**config.mk**
```make
export PLATFORM = sky130hd
export DESIGN_NAME = swim_host_frame_codec
export DESIGN_NICKNAME = d
export VERILOG_FILES = /design/src/rtl/shfc_pkg.sv /design/src/rtl/shfc_timing.sv /design/src/rtl/shfc_front.sv /design/src/rtl/shfc_queue.sv /design/src/rtl/shfc_back.sv /design/src/rtl/swim_host_frame_codec.sv
export SDC_FILE = /design/constraint.sdc
export NUM_CORES = 1
export LEC_CHECK = 0
export CAP_MARGIN = 30
export CORE_ASPECT_RATIO = 1.25
export CORE_MARGIN = 2
export CORE_UTILIZATION = 40
export CTS_BUF_LIST = sky130_fd_sc_hd__clkbuf_4
export CTS_CLUSTER_DIAMETER = 30
export DETAILED_ROUTE_END_ITERATION = 6
export DONT_BUFFER_PORTS = 1
export PLACE_DENSITY = 0.52
export SETUP_SLACK_MARGIN = 0.3
export SKIP_CTS_REPAIR_TIMING = 1
export SLEW_MARGIN = 20
export SYNTH_ARGS = -nofsm -noshare
export SYNTH_HDL_FRONTEND = slang
export SYNTH_HIERARCHICAL = 1
export SYNTH_SLANG_ARGS = --single-unit
```
**constraint.sdc**
```tcl
create_clock -name clk -period 3.5 [get_ports clk]
set_clock_uncertainty 0.2 [all_clocks]
set_input_delay 0 -clock clk [delete_from_list [all_inputs] [get_ports clk]]
set_output_delay 0 -clock clk [all_outputs]
set_load 0.1 [all_outputs]
```
**src/rtl/shfc_pkg.sv**
```systemverilog
package shfc_pkg;

    localparam int MHZ_W    = 8;
    localparam int DIV_W    = 16;
    localparam int WIDTH_W  = 16;
    localparam int BITS_W   = 4;
    localparam int BYTE_W   = 8;
    localparam int KIND_W   = 2;
    localparam int CFG_IDX_W  = 2;
    localparam int CFG_DATA_W = 16;
    localparam int DIV_STEPS  = MHZ_W;
    localparam int STEP_W     = $clog2(DIV_STEPS);
    localparam int QDEPTH     = 2;
    localparam int QPTR_W     = (QDEPTH > 1) ? $clog2(QDEPTH) : 1;
    localparam int QCNT_W     = $clog2(QDEPTH + 1);
    localparam int SYNC_SHIFT = 7;

    localparam logic [BITS_W-1:0] MAX_BITS = 4'd8;

    localparam logic [CFG_IDX_W-1:0] REG_TIMER_MHZ  = 2'd0;
    localparam logic [CFG_IDX_W-1:0] REG_TARGET_MHZ = 2'd1;
    localparam logic [CFG_IDX_W-1:0] REG_MEAS_DIV   = 2'd2;
    localparam logic [CFG_IDX_W-1:0] REG_HIGH_SPEED = 2'd3;

    localparam logic [MHZ_W-1:0] TIMER_MHZ_RST  = 8'd72;
    localparam logic [MHZ_W-1:0] TARGET_MHZ_RST = 8'd8;

    localparam logic [KIND_W-1:0] KIND_PULSE = 2'd0;
    localparam logic [KIND_W-1:0] KIND_ACK   = 2'd1;
    localparam logic [KIND_W-1:0] KIND_BYTE  = 2'd2;

    localparam logic CMD_SEND    = 1'b0;
    localparam logic CMD_CAPTURE = 1'b1;

    typedef enum logic [1:0] {
        JOB_SEND,
        JOB_VERDICT,
        JOB_READ_OK,
        JOB_READ_BAD
    } job_op_t;

    typedef struct packed {
        job_op_t             op;
        logic [BYTE_W-1:0]   payload;
        logic [BITS_W-1:0]   bits;
        logic                flag;
    } job_t;

    typedef struct packed {
        logic [WIDTH_W-1:0] pulse0;
        logic [WIDTH_W-1:0] pulse1;
        logic [WIDTH_W-1:0] period;
        logic [WIDTH_W-1:0] threshold;
    } timing_t;

endpackage

```
**src/rtl/shfc_timing.sv**
```systemverilog
module shfc_timing
    import shfc_pkg::*;
(
    input  logic                  clk,
    input  logic                  rst_n,
    input  logic                  cfg_valid,
    output logic                  cfg_ready,
    input  logic [CFG_IDX_W-1:0]  cfg_index,
    input  logic [CFG_DATA_W-1:0] cfg_data,
    output timing_t               timing,
    output logic                  timing_ready
);

    typedef enum logic [2:0] {
        T_START,
        T_DIV,
        T_SCALE,
        T_PULSE,
        T_SUM,
        T_READY
    } tstate_t;

    tstate_t            state_reg;
    logic [MHZ_W-1:0]   timer_mhz_reg;
    logic [MHZ_W-1:0]   target_mhz_reg;
    logic [DIV_W-1:0]   meas_div_reg;
    logic               high_speed_reg;
    logic [MHZ_W-1:0]   dvd_reg;
    logic [MHZ_W-1:0]   rem_reg;
    logic [MHZ_W-1:0]   quo_reg;
    logic [STEP_W-1:0]  step_reg;
    logic [DIV_W-1:0]   div_reg;
    logic [WIDTH_W-1:0] p0_reg;
    logic [WIDTH_W-1:0] p1_reg;
    timing_t            timing_reg;

    logic               cfg_wr;
    logic [MHZ_W-1:0]   tdiv;
    logic [MHZ_W:0]     rem_shift;
    logic               rem_ge;
    logic [MHZ_W:0]     q_round;
    logic [DIV_W-1:0]   div_next;
    logic [20:0]        prod0;
    logic [WIDTH_W-1:0] p0_next;
    logic [WIDTH_W-1:0] p1_next;
    logic [WIDTH_W-1:0] sum;

    assign cfg_ready    = 1'b1;
    assign cfg_wr       = cfg_valid && cfg_ready;
    assign timing       = timing_reg;
    assign timing_ready = (state_reg == T_READY);

    assign tdiv      = (target_mhz_reg == '0) ? MHZ_W'(1) : target_mhz_reg;
    assign rem_shift = {rem_reg, dvd_reg[MHZ_W-1]};
    assign rem_ge    = (rem_shift >= {1'b0, tdiv});

    always_comb
    begin
        q_round  = {1'b0, quo_reg} + (MHZ_W+1)'(rem_reg >= (tdiv >> 1));
        div_next = (meas_div_reg != '0) ? meas_div_reg
                                        : DIV_W'({q_round, {SYNC_SHIFT{1'b0}}});
        if (high_speed_reg)
            prod0 = 21'(div_reg) << 3;
        else
            prod0 = (21'(div_reg) << 4) + (21'(div_reg) << 2);
        p0_next = WIDTH_W'(prod0[20:SYNC_SHIFT]) + WIDTH_W'(prod0[SYNC_SHIFT-1]);
        p1_next = WIDTH_W'(div_reg[DIV_W-1:SYNC_SHIFT-1]) + WIDTH_W'(div_reg[SYNC_SHIFT-2]);
        sum     = p0_reg + p1_reg;
    end

    always_ff @(posedge clk or negedge rst_n)
    begin
        if (!rst_n)
        begin
            state_reg      <= T_START;
            timer_mhz_reg  <= TIMER_MHZ_RST;
            target_mhz_reg <= TARGET_MHZ_RST;
            meas_div_reg   <= '0;
            high_speed_reg <= 1'b0;
            step_reg       <= '0;
        end
        else if (cfg_wr)
        begin
            state_reg <= T_START;
            case (cfg_index)
                REG_TIMER_MHZ:  timer_mhz_reg  <= cfg_data[MHZ_W-1:0];
                REG_TARGET_MHZ: target_mhz_reg <= cfg_data[MHZ_W-1:0];
                REG_MEAS_DIV:   meas_div_reg   <= cfg_data[DIV_W-1:0];
                REG_HIGH_SPEED: high_speed_reg <= cfg_data[0];
                default:        ;
            endcase
        end
        else
        begin
            case (state_reg)
                T_START:
                begin
                    step_reg  <= '0;
                    state_reg <= T_DIV;
                end
                T_DIV:
                begin
                    step_reg <= step_reg + 1'b1;
                    if (step_reg == STEP_W'(DIV_STEPS - 1))
                        state_reg <= T_SCALE;
                end
                T_SCALE: state_reg <= T_PULSE;
                T_PULSE: state_reg <= T_SUM;
                T_SUM:   state_reg <= T_READY;
                T_READY: ;
                default: state_reg <= T_START;
            endcase
        end
    end

    always_ff @(posedge clk)
    begin
        case (state_reg)
            T_START:
            begin
                dvd_reg <= timer_mhz_reg;
                rem_reg <= '0;
                quo_reg <= '0;
            end
            T_DIV:
            begin
                dvd_reg <= dvd_reg << 1;
                rem_reg <= rem_ge ? MHZ_W'(rem_shift - {1'b0, tdiv}) : rem_shift[MHZ_W-1:0];
                quo_reg <= {quo_reg[MHZ_W-2:0], rem_ge};
            end
            T_SCALE: div_reg <= div_next;
            T_PULSE:
            begin
                p0_reg <= p0_next;
                p1_reg <= p1_next;
            end
            T_SUM:
            begin
                timing_reg.pulse0    <= p0_reg;
                timing_reg.pulse1    <= p1_reg;
                timing_reg.period    <= sum + (sum >> 3);
                timing_reg.threshold <= sum >> 1;
            end
            default: ;
        endcase
    end

endmodule

```
**src/rtl/shfc_front.sv**
```systemverilog
module shfc_front
    import shfc_pkg::*;
(
    input  logic               clk,
    input  logic               rst_n,
    input  logic               in_valid,
    output logic               in_stall,
    input  logic               command,
    input  logic [BYTE_W-1:0]  frame_value,
    input  logic [BITS_W-1:0]  frame_bits,
    input  logic [WIDTH_W-1:0] captured_width,
    input  logic [WIDTH_W-1:0] threshold,
    input  logic               timing_ready,
    input  logic               q_full,
    output logic               push,
    output job_t               job
);

    typedef enum logic [1:0] {
        MODE_IDLE,
        MODE_ACK,
        MODE_READ
    } mode_t;

    mode_t              mode_reg,  mode_next;
    logic [BITS_W-1:0]  count_reg, count_next;
    logic [BITS_W-1:0]  ackpos_reg, ackpos_next;
    logic               skip_reg,  skip_next;
    logic [BYTE_W-1:0]  shift_reg, shift_next;
    logic               sv_reg,    sv_next;

    logic               accept;
    logic [BITS_W-1:0]  bits_c;
    logic [BYTE_W-1:0]  aligned;
    logic               lt;
    logic               le;

    assign in_stall = q_full || !timing_ready;
    assign accept   = in_valid && !in_stall;
    assign bits_c   = (frame_bits > MAX_BITS) ? MAX_BITS : frame_bits;
    assign aligned  = BYTE_W'(frame_value << (MAX_BITS - bits_c));
    assign lt       = (captured_width < threshold);
    assign le       = (captured_width <= threshold);

    always_comb
    begin
        mode_next   = mode_reg;
        count_next  = count_reg;
        ackpos_next = ackpos_reg;
        skip_next   = skip_reg;
        shift_next  = shift_reg;
        sv_next     = sv_reg;
        push        = 1'b0;
        job.op      = JOB_SEND;
        job.payload = aligned;
        job.bits    = bits_c;
        job.flag    = ^aligned;
        if (accept)
        begin
            if (command == CMD_SEND)
            begin
                push        = 1'b1;
                mode_next   = MODE_ACK;
                count_next  = '0;
                ackpos_next = bits_c + BITS_W'(2);
                skip_next   = 1'b0;
                shift_next  = '0;
                sv_next     = 1'b0;
            end
            else
            begin
                case (mode_reg)
                    MODE_ACK:
                    begin
                        if (count_reg == ackpos_reg)
                        begin
                            push       = 1'b1;
                            job.op     = JOB_VERDICT;
                            job.flag   = le;
                            mode_next  = MODE_READ;
                            count_next = '0;
                            skip_next  = 1'b0;
                            shift_next = '0;
                            sv_next    = 1'b0;
                        end
                        else
                            count_next = count_reg + 1'b1;
                    end
                    MODE_READ:
                    begin
                        if (skip_reg)
                            skip_next = 1'b0;
                        else if (count_reg == '0)
                        begin
                            sv_next    = lt;
                            shift_next = '0;
                            count_next = BITS_W'(1);
                        end
                        else if (count_reg <= MAX_BITS)
                        begin
                            shift_next = {shift_reg[BYTE_W-2:0], lt};
                            count_next = count_reg + 1'b1;
                        end
                        else
                        begin
                            push        = 1'b1;
                            job.payload = shift_reg;
                            if (sv_reg)
                            begin
                                job.op    = JOB_READ_OK;
                                skip_next = 1'b1;
                            end
                            else
                            begin
                                job.op    = JOB_READ_BAD;
                                mode_next = MODE_IDLE;
                            end
                            count_next = '0;
                            shift_next = '0;
                            sv_next    = 1'b0;
                        end
                    end
                    default: ;
                endcase
            end
        end
    end

    always_ff @(posedge clk or negedge rst_n)
    begin
        if (!rst_n)
        begin
            mode_reg   <= MODE_IDLE;
            count_reg  <= '0;
            ackpos_reg <= '0;
            skip_reg   <= 1'b0;
            shift_reg  <= '0;
            sv_reg     <= 1'b0;
        end
        else
        begin
            mode_reg   <= mode_next;
            count_reg  <= count_next;
            ackpos_reg <= ackpos_next;
            skip_reg   <= skip_next;
            shift_reg  <= shift_next;
            sv_reg     <= sv_next;
        end
    end

endmodule

```
**src/rtl/shfc_queue.sv**
```systemverilog
module shfc_queue
    import shfc_pkg::*;
(
    input  logic clk,
    input  logic rst_n,
    input  logic push,
    input  job_t push_job,
    input  logic pop,
    output job_t head,
    output logic empty,
    output logic full
);

    job_t              mem_reg [QDEPTH];
    logic [QPTR_W-1:0] wr_ptr_reg;
    logic [QPTR_W-1:0] rd_ptr_reg;
    logic [QCNT_W-1:0] count_reg;
    logic              do_push;
    logic              do_pop;

    assign empty   = (count_reg == '0);
    assign full    = (count_reg == QCNT_W'(QDEPTH));
    assign head    = mem_reg[rd_ptr_reg];
    assign do_push = push && !full;
    assign do_pop  = pop && !empty;

    always_ff @(posedge clk or negedge rst_n)
    begin
        if (!rst_n)
        begin
            wr_ptr_reg <= '0;
            rd_ptr_reg <= '0;
            count_reg  <= '0;
        end
        else
        begin
            if (do_push)
                wr_ptr_reg <= (wr_ptr_reg == QPTR_W'(QDEPTH - 1)) ? '0 : wr_ptr_reg + 1'b1;
            if (do_pop)
                rd_ptr_reg <= (rd_ptr_reg == QPTR_W'(QDEPTH - 1)) ? '0 : rd_ptr_reg + 1'b1;
            if (do_push && !do_pop)
                count_reg <= count_reg + 1'b1;
            else if (do_pop && !do_push)
                count_reg <= count_reg - 1'b1;
        end
    end

    always_ff @(posedge clk)
    begin
        if (do_push)
            mem_reg[wr_ptr_reg] <= push_job;
    end

endmodule

```
**src/rtl/shfc_back.sv**
```systemverilog
module shfc_back
    import shfc_pkg::*;
(
    input  logic               clk,
    input  logic               rst_n,
    input  logic               q_empty,
    input  job_t               head,
    output logic               pop,
    input  timing_t            timing,
    output logic               out_valid,
    input  logic               out_stall,
    output logic [KIND_W-1:0]  kind,
    output logic [WIDTH_W-1:0] pulse_width,
    output logic [WIDTH_W-1:0] bit_period,
    output logic [BYTE_W-1:0]  data_byte,
    output logic               ok,
    output logic               last
);

    logic               valid_reg;
    logic [BITS_W-1:0]  idx_reg;
    logic [KIND_W-1:0]  kind_reg;
    logic [WIDTH_W-1:0] pw_reg;
    logic [WIDTH_W-1:0] period_reg;
    logic [BYTE_W-1:0]  data_reg;
    logic               ok_reg;
    logic               last_reg;

    logic               load;
    logic               emit;
    logic [KIND_W-1:0]  kind_c;
    logic [WIDTH_W-1:0] pw_c;
    logic [BYTE_W-1:0]  data_c;
    logic               ok_c;
    logic               last_c;
    logic               bit_c;

    assign load = !valid_reg || !out_stall;
    assign emit = load && !q_empty;
    assign pop  = emit && last_c;

    assign out_valid   = valid_reg;
    assign kind        = kind_reg;
    assign pulse_width = pw_reg;
    assign bit_period  = period_reg;
    assign data_byte   = data_reg;
    assign ok          = ok_reg;
    assign last        = last_reg;

    assign bit_c = head.payload[3'(MAX_BITS - idx_reg)];

    always_comb
    begin
        kind_c = KIND_PULSE;
        pw_c   = '0;
        data_c = '0;
        ok_c   = 1'b0;
        last_c = 1'b0;
        case (head.op)
            JOB_SEND:
            begin
                if (idx_reg == '0)
                    pw_c = timing.pulse0;
                else if (idx_reg <= head.bits)
                    pw_c = bit_c ? timing.pulse1 : timing.pulse0;
                else if (idx_reg == head.bits + 1'b1)
                    pw_c = head.flag ? timing.pulse1 : timing.pulse0;
                else
                    last_c = 1'b1;
            end
            JOB_VERDICT:
            begin
                kind_c = KIND_ACK;
                ok_c   = head.flag;
                last_c = 1'b1;
            end
            JOB_READ_OK:
            begin
                if (idx_reg == '0)
                begin
                    kind_c = KIND_BYTE;
                    data_c = head.payload;
                    ok_c   = 1'b1;
                end
                else if (idx_reg == BITS_W'(1))
                    pw_c = timing.pulse1;
                else
                    last_c = 1'b1;
            end
            default:
            begin
                kind_c = KIND_BYTE;
                last_c = 1'b1;
            end
        endcase
    end

    always_ff @(posedge clk or negedge rst_n)
    begin
        if (!rst_n)
        begin
            valid_reg <= 1'b0;
            idx_reg   <= '0;
        end
        else if (load)
        begin
            valid_reg <= !q_empty;
            if (emit)
                idx_reg <= last_c ? '0 : idx_reg + 1'b1;
        end
    end

    always_ff @(posedge clk)
    begin
        if (emit)
        begin
            kind_reg   <= kind_c;
            pw_reg     <= pw_c;
            period_reg <= timing.period;
            data_reg   <= data_c;
            ok_reg     <= ok_c;
            last_reg   <= last_c;
        end
    end

endmodule

```
**src/rtl/swim_host_frame_codec.sv**
```systemverilog
// Host side of a single-wire debug link working in pulse widths. A send transaction
// (command 0) yields frame_bits+3 pulse results, frame_bits capped at 8: start, payload
// MSB first, even parity, then a zero-width terminator; capture transactions give at
// most three results (ack verdict, or read byte plus ack pulse and terminator). Results
// leave at one per clock while out_stall is low, set by the back end expanding the queue
// head one result per cycle, and the next transaction is taken while earlier ones drain
// through the two-entry job queue. After reset and after every configuration write
// the input stalls while the timing unit recomputes the pulse widths through its
// 8-step divider.
module swim_host_frame_codec
    import shfc_pkg::*;
(
    input  logic                  clk,
    input  logic                  rst_n,
    input  logic                  in_valid,
    output logic                  in_stall,
    input  logic                  command,
    input  logic [BYTE_W-1:0]     frame_value,
    input  logic [BITS_W-1:0]     frame_bits,
    input  logic [WIDTH_W-1:0]    captured_width,
    output logic                  out_valid,
    input  logic                  out_stall,
    output logic [KIND_W-1:0]     kind,
    output logic [WIDTH_W-1:0]    pulse_width,
    output logic [WIDTH_W-1:0]    bit_period,
    output logic [BYTE_W-1:0]     data_byte,
    output logic                  ok,
    output logic                  last,
    input  logic                  cfg_valid,
    output logic                  cfg_ready,
    input  logic [CFG_IDX_W-1:0]  cfg_index,
    input  logic [CFG_DATA_W-1:0] cfg_data
);

    timing_t timing;
    logic    timing_ready;
    logic    push;
    job_t    push_job;
    logic    pop;
    job_t    head;
    logic    q_empty;
    logic    q_full;

    shfc_timing u_timing (
        .clk          (clk),
        .rst_n        (rst_n),
        .cfg_valid    (cfg_valid),
        .cfg_ready    (cfg_ready),
        .cfg_index    (cfg_index),
        .cfg_data     (cfg_data),
        .timing       (timing),
        .timing_ready (timing_ready)
    );

    shfc_front u_front (
        .clk            (clk),
        .rst_n          (rst_n),
        .in_valid       (in_valid),
        .in_stall       (in_stall),
        .command        (command),
        .frame_value    (frame_value),
        .frame_bits     (frame_bits),
        .captured_width (captured_width),
        .threshold      (timing.threshold),
        .timing_ready   (timing_ready),
        .q_full         (q_full),
        .push           (push),
        .job            (push_job)
    );

    shfc_queue u_queue (
        .clk      (clk),
        .rst_n    (rst_n),
        .push     (push),
        .push_job (push_job),
        .pop      (pop),
        .head     (head),
        .empty    (q_empty),
        .full     (q_full)
    );

    shfc_back u_back (
        .clk         (clk),
        .rst_n       (rst_n),
        .q_empty     (q_empty),
        .head        (head),
        .pop         (pop),
        .timing      (timing),
        .out_valid   (out_valid),
        .out_stall   (out_stall),
        .kind        (kind),
        .pulse_width (pulse_width),
        .bit_period  (bit_period),
        .data_byte   (data_byte),
        .ok          (ok),
        .last        (last)
    );

endmodule

```
==> results.tsv, run 1 <==
stage	metric	value	unit
floorplanning	chip height	216	um
yosys	Avg Inst Size Synth	12.1	um^2
floorplanning	Initial Utilization	40.6	%
sta	Worst Max-Slew Pin Slew	0.987	ns
setup_path	worst reg-to-reg path cell count	14	
yosys	sequential element share of the synthesized area	53.0	%
cts	Clock transition at path regs	0.07	ns
drt	Detail Route Antenna Nets	0	
cts	Clock Sinks	265	
final_layout	area grow syn2layout	27.2	%
yosys	top post-synthesis cells by count	edfxtp_1, nand2_1, ha_1	
final_layout	area of the multi-input gates	6750	um^2
setup_path	crit-path cells	ha_2 > fa_2 > a211oi_2 > buf_4 > o211ai_2 > a41oi_2 > xnor2_2 > ha_1 > or3_1 > o221ai_2 > a21oi_2 > or4_1 > o2111ai_1 > xnor2_1	
power	internal power	0.00685	W
status	status	complete, but fails checks	
global_routing	gr ovfl total	0	
setup_path	critical path fanouts, max	3	
power	clock power share	28.0	%
final_layout	final core occ	51.7	%
sta	fin crit share	110	%
status	failing checks	negative setup slack	
final_layout	share of cells above drive strength 1	29.5	%
yosys	#FFs+latches synth	265	
worst_hold_path	Hold WC Path Type	primary input to register	
yosys	number of synthesized flops with an enable pin	197	
cts	Clock Root Buffer	clkbuf_4	
setup_path	Worst Setup SP	u_timing/p1_reg[0]	
setup_path	worst setup path endpoint	u_timing/timing[30]	
setup_path	critical path endpoint category	register	
sta	max-slew violations	0	
final_layout	FF/Latch Area	7620	um^2
sta	RSZ-0062 raised after global routing	yes	
cts	Max clock buf depth	3	
yosys	asr flop ratio synth	25.7	%
job	Max Cap Viol	0	
floorplanning	row count	77	
place	gpl congestion	0.777	
yosys	Synth warnings	6	
floorplanning	DIE AREA	37500	um^2
sta	final worst setup slack	-0.333	ns
setup_path	CP Data Required Time	3.77	ns
yosys	leading area contributor after synthesis	edfxtp_1	
place	dpl cell area	15700	um^2
sta	max_slew headroom	34.4	%
power	Logic pwr share	20.8	%
global_routing	vias in the first global route	9832	
final_layout	fill count	3151	
drt	router iterations before antenna repair	5	
floorplanning	width of the die	174	um
setup_path	Worst path slowest cell	or3_1	
yosys	Mapped Area	14400	um^2
cts	Worst-Skew Late Latency	0.73	ns
yosys	ys flop type	edfxtp_1	
sta	hold slack	0.0333	ns
final_layout	fin area	18300	um^2
sta	fin crit period	3.83	ns
drt	routed length per instance	15.8	um
sta	Final Hold Fails	0	
sta	Peak Freq	261	MHz
final_layout	max FFs per register	57	
power	Switch Pwr	0.00430	W
sta	Final Setup Violations	7	
yosys	Cells after Synth	1190	
setup_path	crit start category	register	
floorplanning	CORE AREA	35400	um^2
setup_path	WS Path Type	register to register	
drt	DRC Markers	0	
drt	drt first-iter violations	377	
setup_path	R2R setup slack	-0.33	ns
setup_path	data arrival time of the critical path	4.11	ns
drt	routed vias	9966	
place	PortBufs	0	
cts	Num CTS Buffers	75	
global_routing	largest net degree at the start of global routing	69	
cts	TritonCTS clock tree	built	
drt	Post-Route WL	31500	um
power	Flop pwr share	51.1	%
setup_path	Max stage delay on crit path	0.43	ns
global_routing	first-pass GRT wire length	48900	um
final_layout	Layout Nets	1602	
yosys	Synth area leaders	edfxtp_1, dfrtp_1, ha_1, mux2_2, xnor2_1	
setup_path	FF-to-FF Start	u_timing/p1_reg[0]	
yosys	share of the synthesized area in the top cell type	41.2	%
cts	# H-tree levels	3	
power	sw frac	38.6	%
power	VDD IR max	0.343	mV
power	static leakage	7.50	nW
floorplanning	io pins	99	
sta	setup tns final	-1.45	ns
setup_path	end of the worst register-to-register path	u_timing/timing[30]	
yosys	Netlist cell types	100	
place	HPWL after DPL	21800	um
yosys	most common cell in the synthesized netlist	edfxtp_1	
power	Power Dens Cells	610	nW/um^2
global_routing	GRT Util Overall	16.2	%
global_routing	initial antenna violation count	2	
drt	vias per cell	5.01	
stage by stage:
step	total power, W	std cells	setup WS, ns
global route	0.0118	1990	-0.513
floorplan	0.00732	1197	-0.266
CTS	0.0111	1868	-0.478
global placement	0.00784	1734	-0.401
finish	0.0112	1990	-0.333
detailed placement	0.00787	1736	-0.482
cells in the final DEF, fill, tap and decap left out, types with 11 or more instances in the layout:
cell           count
buf_4            125
and3_1            20
ha_1              75
dlygate4sd3_1     85
nand2_1          103
a21oi_2           11
edfxtp_1         197
nand4_1           12
mux2_2            51
nand3_1           25
nand2b_1          12
dfrtp_1           64
clkbuf_4         104
a21oi_1           41
o21ai_1           12
o21ai_0           41
a21o_1            19
nor2_1            65
xnor2_1           44
xor2_1            29
inv_1             67
a22o_2            16
clkinv_1          13
nor3_1            16
o21a_1            12
power groups by stage:
| stage | sequential (W) | combinational, W | clock [W] |
|---|---|---|---|
| final | 0.00570 | 0.00232 | 0.00313 |
| after global routing | 0.00574 | 0.00258 | 0.00343 |
| after CTS | 0.00571 | 0.00212 | 0.00327 |
| after detailed placement | 0.00577 | 0.00211 | 0 |
| after global placement | 0.00576 | 0.00208 | 0 |
| after floorplan | 0.00569 | 0.00163 | 0 |
cell type report:
type / count / share of cell area [%]
tap: 474 / 3.25
inverter: 70 / 1.47
clock inverter: 28 / 1.50
antenna: 4 / 0.0548
multi-input combinational: 825 / 36.9
sequential: 265 / 41.7
clock buffer: 104 / 4.27
timing repair buffer: 220 / 10.8
routing by layer:
metal  global-route usage, %  vias up  share of wire, %
met5                       0        -                 0
met1                    19.0     4774                42
li1                        -     4953                 -
met2                    28.4      182                52
met3                    4.12       57               3.9
met4                    6.13        0               2.2
how the worst min path moves through the flow:
stage                                endpoint  cells after the start       from  slack (ns)
CTS                 u_timing/meas_div_reg[10]                      0      rst_n       -1.32
global placement    u_timing/timer_mhz_reg[5]                      0      rst_n       -0.49
finish                      u_back/idx_reg[3]                      5  out_stall        0.03
detailed placement  u_timing/timer_mhz_reg[5]                      0      rst_n       -0.49
floorplan                   u_back/idx_reg[0]                      0      rst_n       -0.50
global route                u_back/idx_reg[3]                      5  out_stall      -0.006
critical path, delay by kind of cell, from the launching register on:
family	cells	cell delay, ns
compound gates	6	1.02
fa+ha+maj	3	0.83
simple gates	2	0.84
xor+xnor	2	0.17
flops	1	0.39
buf+inv	1	0.15
cells by family after synthesis:
kind of cell	after synthesis	synth area share, %
and+or+nand+nor	329	11.7
DFF	265	53.0
AOI/OAI and AO/OA	237	12.1
buffers and inverters	107	3.30
adders and majority gates	94	8.32
xor gates and xnor gates	81	5.12
muxes	75	6.38
other	2	0.0523
Note: power is estimated with default switching activity, not from simulation.
==> inputs of run 2 (changes only) <==
--- a/config.mk
+++ b/config.mk
@@ -6,13 +6,13 @@
 export NUM_CORES = 1
 export LEC_CHECK = 0
+export BUFFER_PORTS_ARGS = -buffer_cell sky130_fd_sc_hd__buf_2
 export CAP_MARGIN = 30
 export CORE_ASPECT_RATIO = 1.25
 export CORE_MARGIN = 2
-export CORE_UTILIZATION = 40
+export CORE_UTILIZATION = 45
 export CTS_BUF_LIST = sky130_fd_sc_hd__clkbuf_4
 export CTS_CLUSTER_DIAMETER = 30
 export DETAILED_ROUTE_END_ITERATION = 6
-export DONT_BUFFER_PORTS = 1
-export PLACE_DENSITY = 0.52
+export PLACE_DENSITY = 0.61
 export SETUP_SLACK_MARGIN = 0.3
 export SKIP_CTS_REPAIR_TIMING = 1
--- a/constraint.sdc
+++ b/constraint.sdc
@@ -3,3 +3,3 @@
 set_input_delay 0 -clock clk [delete_from_list [all_inputs] [get_ports clk]]
 set_output_delay 0 -clock clk [all_outputs]
-set_load 0.1 [all_outputs]
+set_load 0.005 [all_outputs]
==> results.tsv, run 2 (synthesis results as in run 1) <==
stage	metric	value	unit
status	status	complete, but fails checks	
status	failing checks	negative hold slack, negative setup slack	
sta	max-slew violations	0	
cts	Max clock buf depth	3	
sta	setup tns final	-1.54	ns
cts	Clock transition at path regs	0.06	ns
final_layout	most common cell after layout, fill and taps aside	edfxtp_1	
global_routing	gr ovfl total	0	
drt	routed wl met3	1410	um
sta	hold slack	-0.00561	ns
floorplanning	chip height	204	um
setup_path	data arrival time of the critical path	4.04	ns
place	PortBufs	97	
final_layout	share of cells above drive strength 1	32.9	%
cts	Clock Root Buffer	clkbuf_4	
drt	met2 wire length	16100	um
setup_path	CP Data Required Time	3.71	ns
final_layout	Layout Nets	1669	
floorplanning	row count	73	
drt	vias per cell	5.12	
power	static leakage	7.65	nW
setup_path	critical path fanouts, max	3	
sta	max_slew headroom	40.9	%
drt	top sig layer	met4	
drt	Post-Route WL	30700	um
drt	drt first-iter violations	441	
sta	RSZ-0062 raised after global routing	yes	
drt	DRC Markers	0	
floorplanning	DIE AREA	33400	um^2
sta	final worst setup slack	-0.331	ns
final_layout	most frequent cells in the layout	edfxtp_1, buf_4, nand2_1, clkbuf_4, buf_2	
sta	fin crit share	109	%
final_layout	final core occ	57.5	%
sta	Peak Freq	261	MHz
sta	fin crit period	3.83	ns
drt	routed vias	10203	
sta	Final Hold Fails	2	
floorplanning	Initial Utilization	45.5	%
drt	router iterations before antenna repair	5	
final_layout	area grow syn2layout	26.5	%
final_layout	max FFs per register	57	
cts	Worst-Skew Late Latency	0.68	ns
global_routing	GRT Util Overall	17.6	%
drt	Met1 Wirelength	12500	um
cts	# H-tree levels	3	
global_routing	first-pass GRT wire length	47200	um
setup_path	critical path endpoint category	register	
cts	Num CTS Buffers	70	
power	Power Dens Cells	506	nW/um^2
floorplanning	CORE AREA	31600	um^2
place	gpl congestion	0.827	
sta	Final Setup Violations	6	
power	VDD IR max	0.418	mV
power	Total Power	0.00920	W
global_routing	vias in the first global route	9859	
setup_path	WS Path Type	register to register	
worst_hold_path	Hold WC Path Type	primary input to register	
drt	routed length per instance	15.4	um
global_routing	initial antenna violation count	1	
sta	Worst Max-Slew Pin Slew	0.877	ns
floorplanning	width of the die	164	um
cts	TritonCTS clock tree	built	
global_routing	largest net degree at the start of global routing	58	
setup_path	crit start category	register	
floorplanning	io pins	99	
place	HPWL after DPL	21200	um
drt	Detail Route Antenna Nets	0	
cts	Clock Sinks	265	
job	Max Cap Viol	0	
==> run 2: cell types whose count changed in the layout (fill, tap and decap cells not counted), moves of 4 or more <==
cell           previous run  this run
buf_16                    4         0
buf_2                     0        97
buf_4                   125       117
bufinv_16                 6         0
dlygate4sd3_1            85        70
o21ai_0                  41        45
==> run 2: critical path, cell delays in order (launching register included) <==
cell	delay, ns
edfxtp_1	0.44
ha_4	0.20
fa_2	0.40
a211oi_4	0.24
buf_4	0.15
o211ai_4	0.08
a41oi_2	0.25
buf_4	0.16
and2b_1	0.16
o21ai_1	0.15
xnor2_1	0.17
ha_1	0.31
and3_4	0.20
a21oi_4	0.13
o311ai_4	0.11
a21oi_2	0.18
xnor2_1	0.09
==> run 2: cell type report <==
type / count / area [um^2]
Sequential cell: 265 / 7620
Clock buffer: 101 / 758
Antenna cell: 1 / 2.50
Multi-Input combinational cell: 825 / 6720
Inverter: 70 / 268
Clock inverter: 26 / 120
Timing Repair Buffer: 292 / 2170
Fill cell: 2717 / 13400
Tap cell: 412 / 515
==> run 2: through the flow <==
step	setup slack, ns	cells	area (um^2)
2_1_floorplan	-0.266	1197	14500
3_3_place_gp	-0.409	1764	16000
3_5_place_dp	-0.522	1764	16000
4_1_cts	-0.513	1891	16900
5_1_grt	-0.489	1992	18200
6_report	-0.331	1992	18200
==> run 2: worst paths after layout <==
kind                                     startpoint                   endpoint  slack [ns]  depth (start not counted)
worst max register to register   u_timing/p1_reg[0]        u_timing/timing[29]       -0.33                         16
worst max-delay path             u_timing/p1_reg[0]        u_timing/timing[29]       -0.33                         16
max in group asynchronous                     rst_n       u_front/count_reg[3]        1.26                          6
worst min-delay path                 frame_value[4]      u_queue/mem_reg[0][9]      -0.006                          5
min in group asynchronous                     rst_n  u_timing/timer_mhz_reg[0]        0.20                          4
worst min register to register  u_timing/timing[23]       u_back/bit_period[7]        0.22                          0
==> run 2: report_power, final <==
part	switching, W	internal [W]
clock network	0.00126	0.00135
logic	0.00128	0.00117
registers	0.000226	0.00391
==> run 2: routing by layer <==
| metal | track usage [%] | vias up |
|---|---|---|
| li1 | - | 5090 |
| met1 | 21.0 | 4869 |
| met2 | 30.6 | 204 |
| met3 | 4.21 | 40 |
| met4 | 6.52 | 0 |
| met5 | 0 | - |
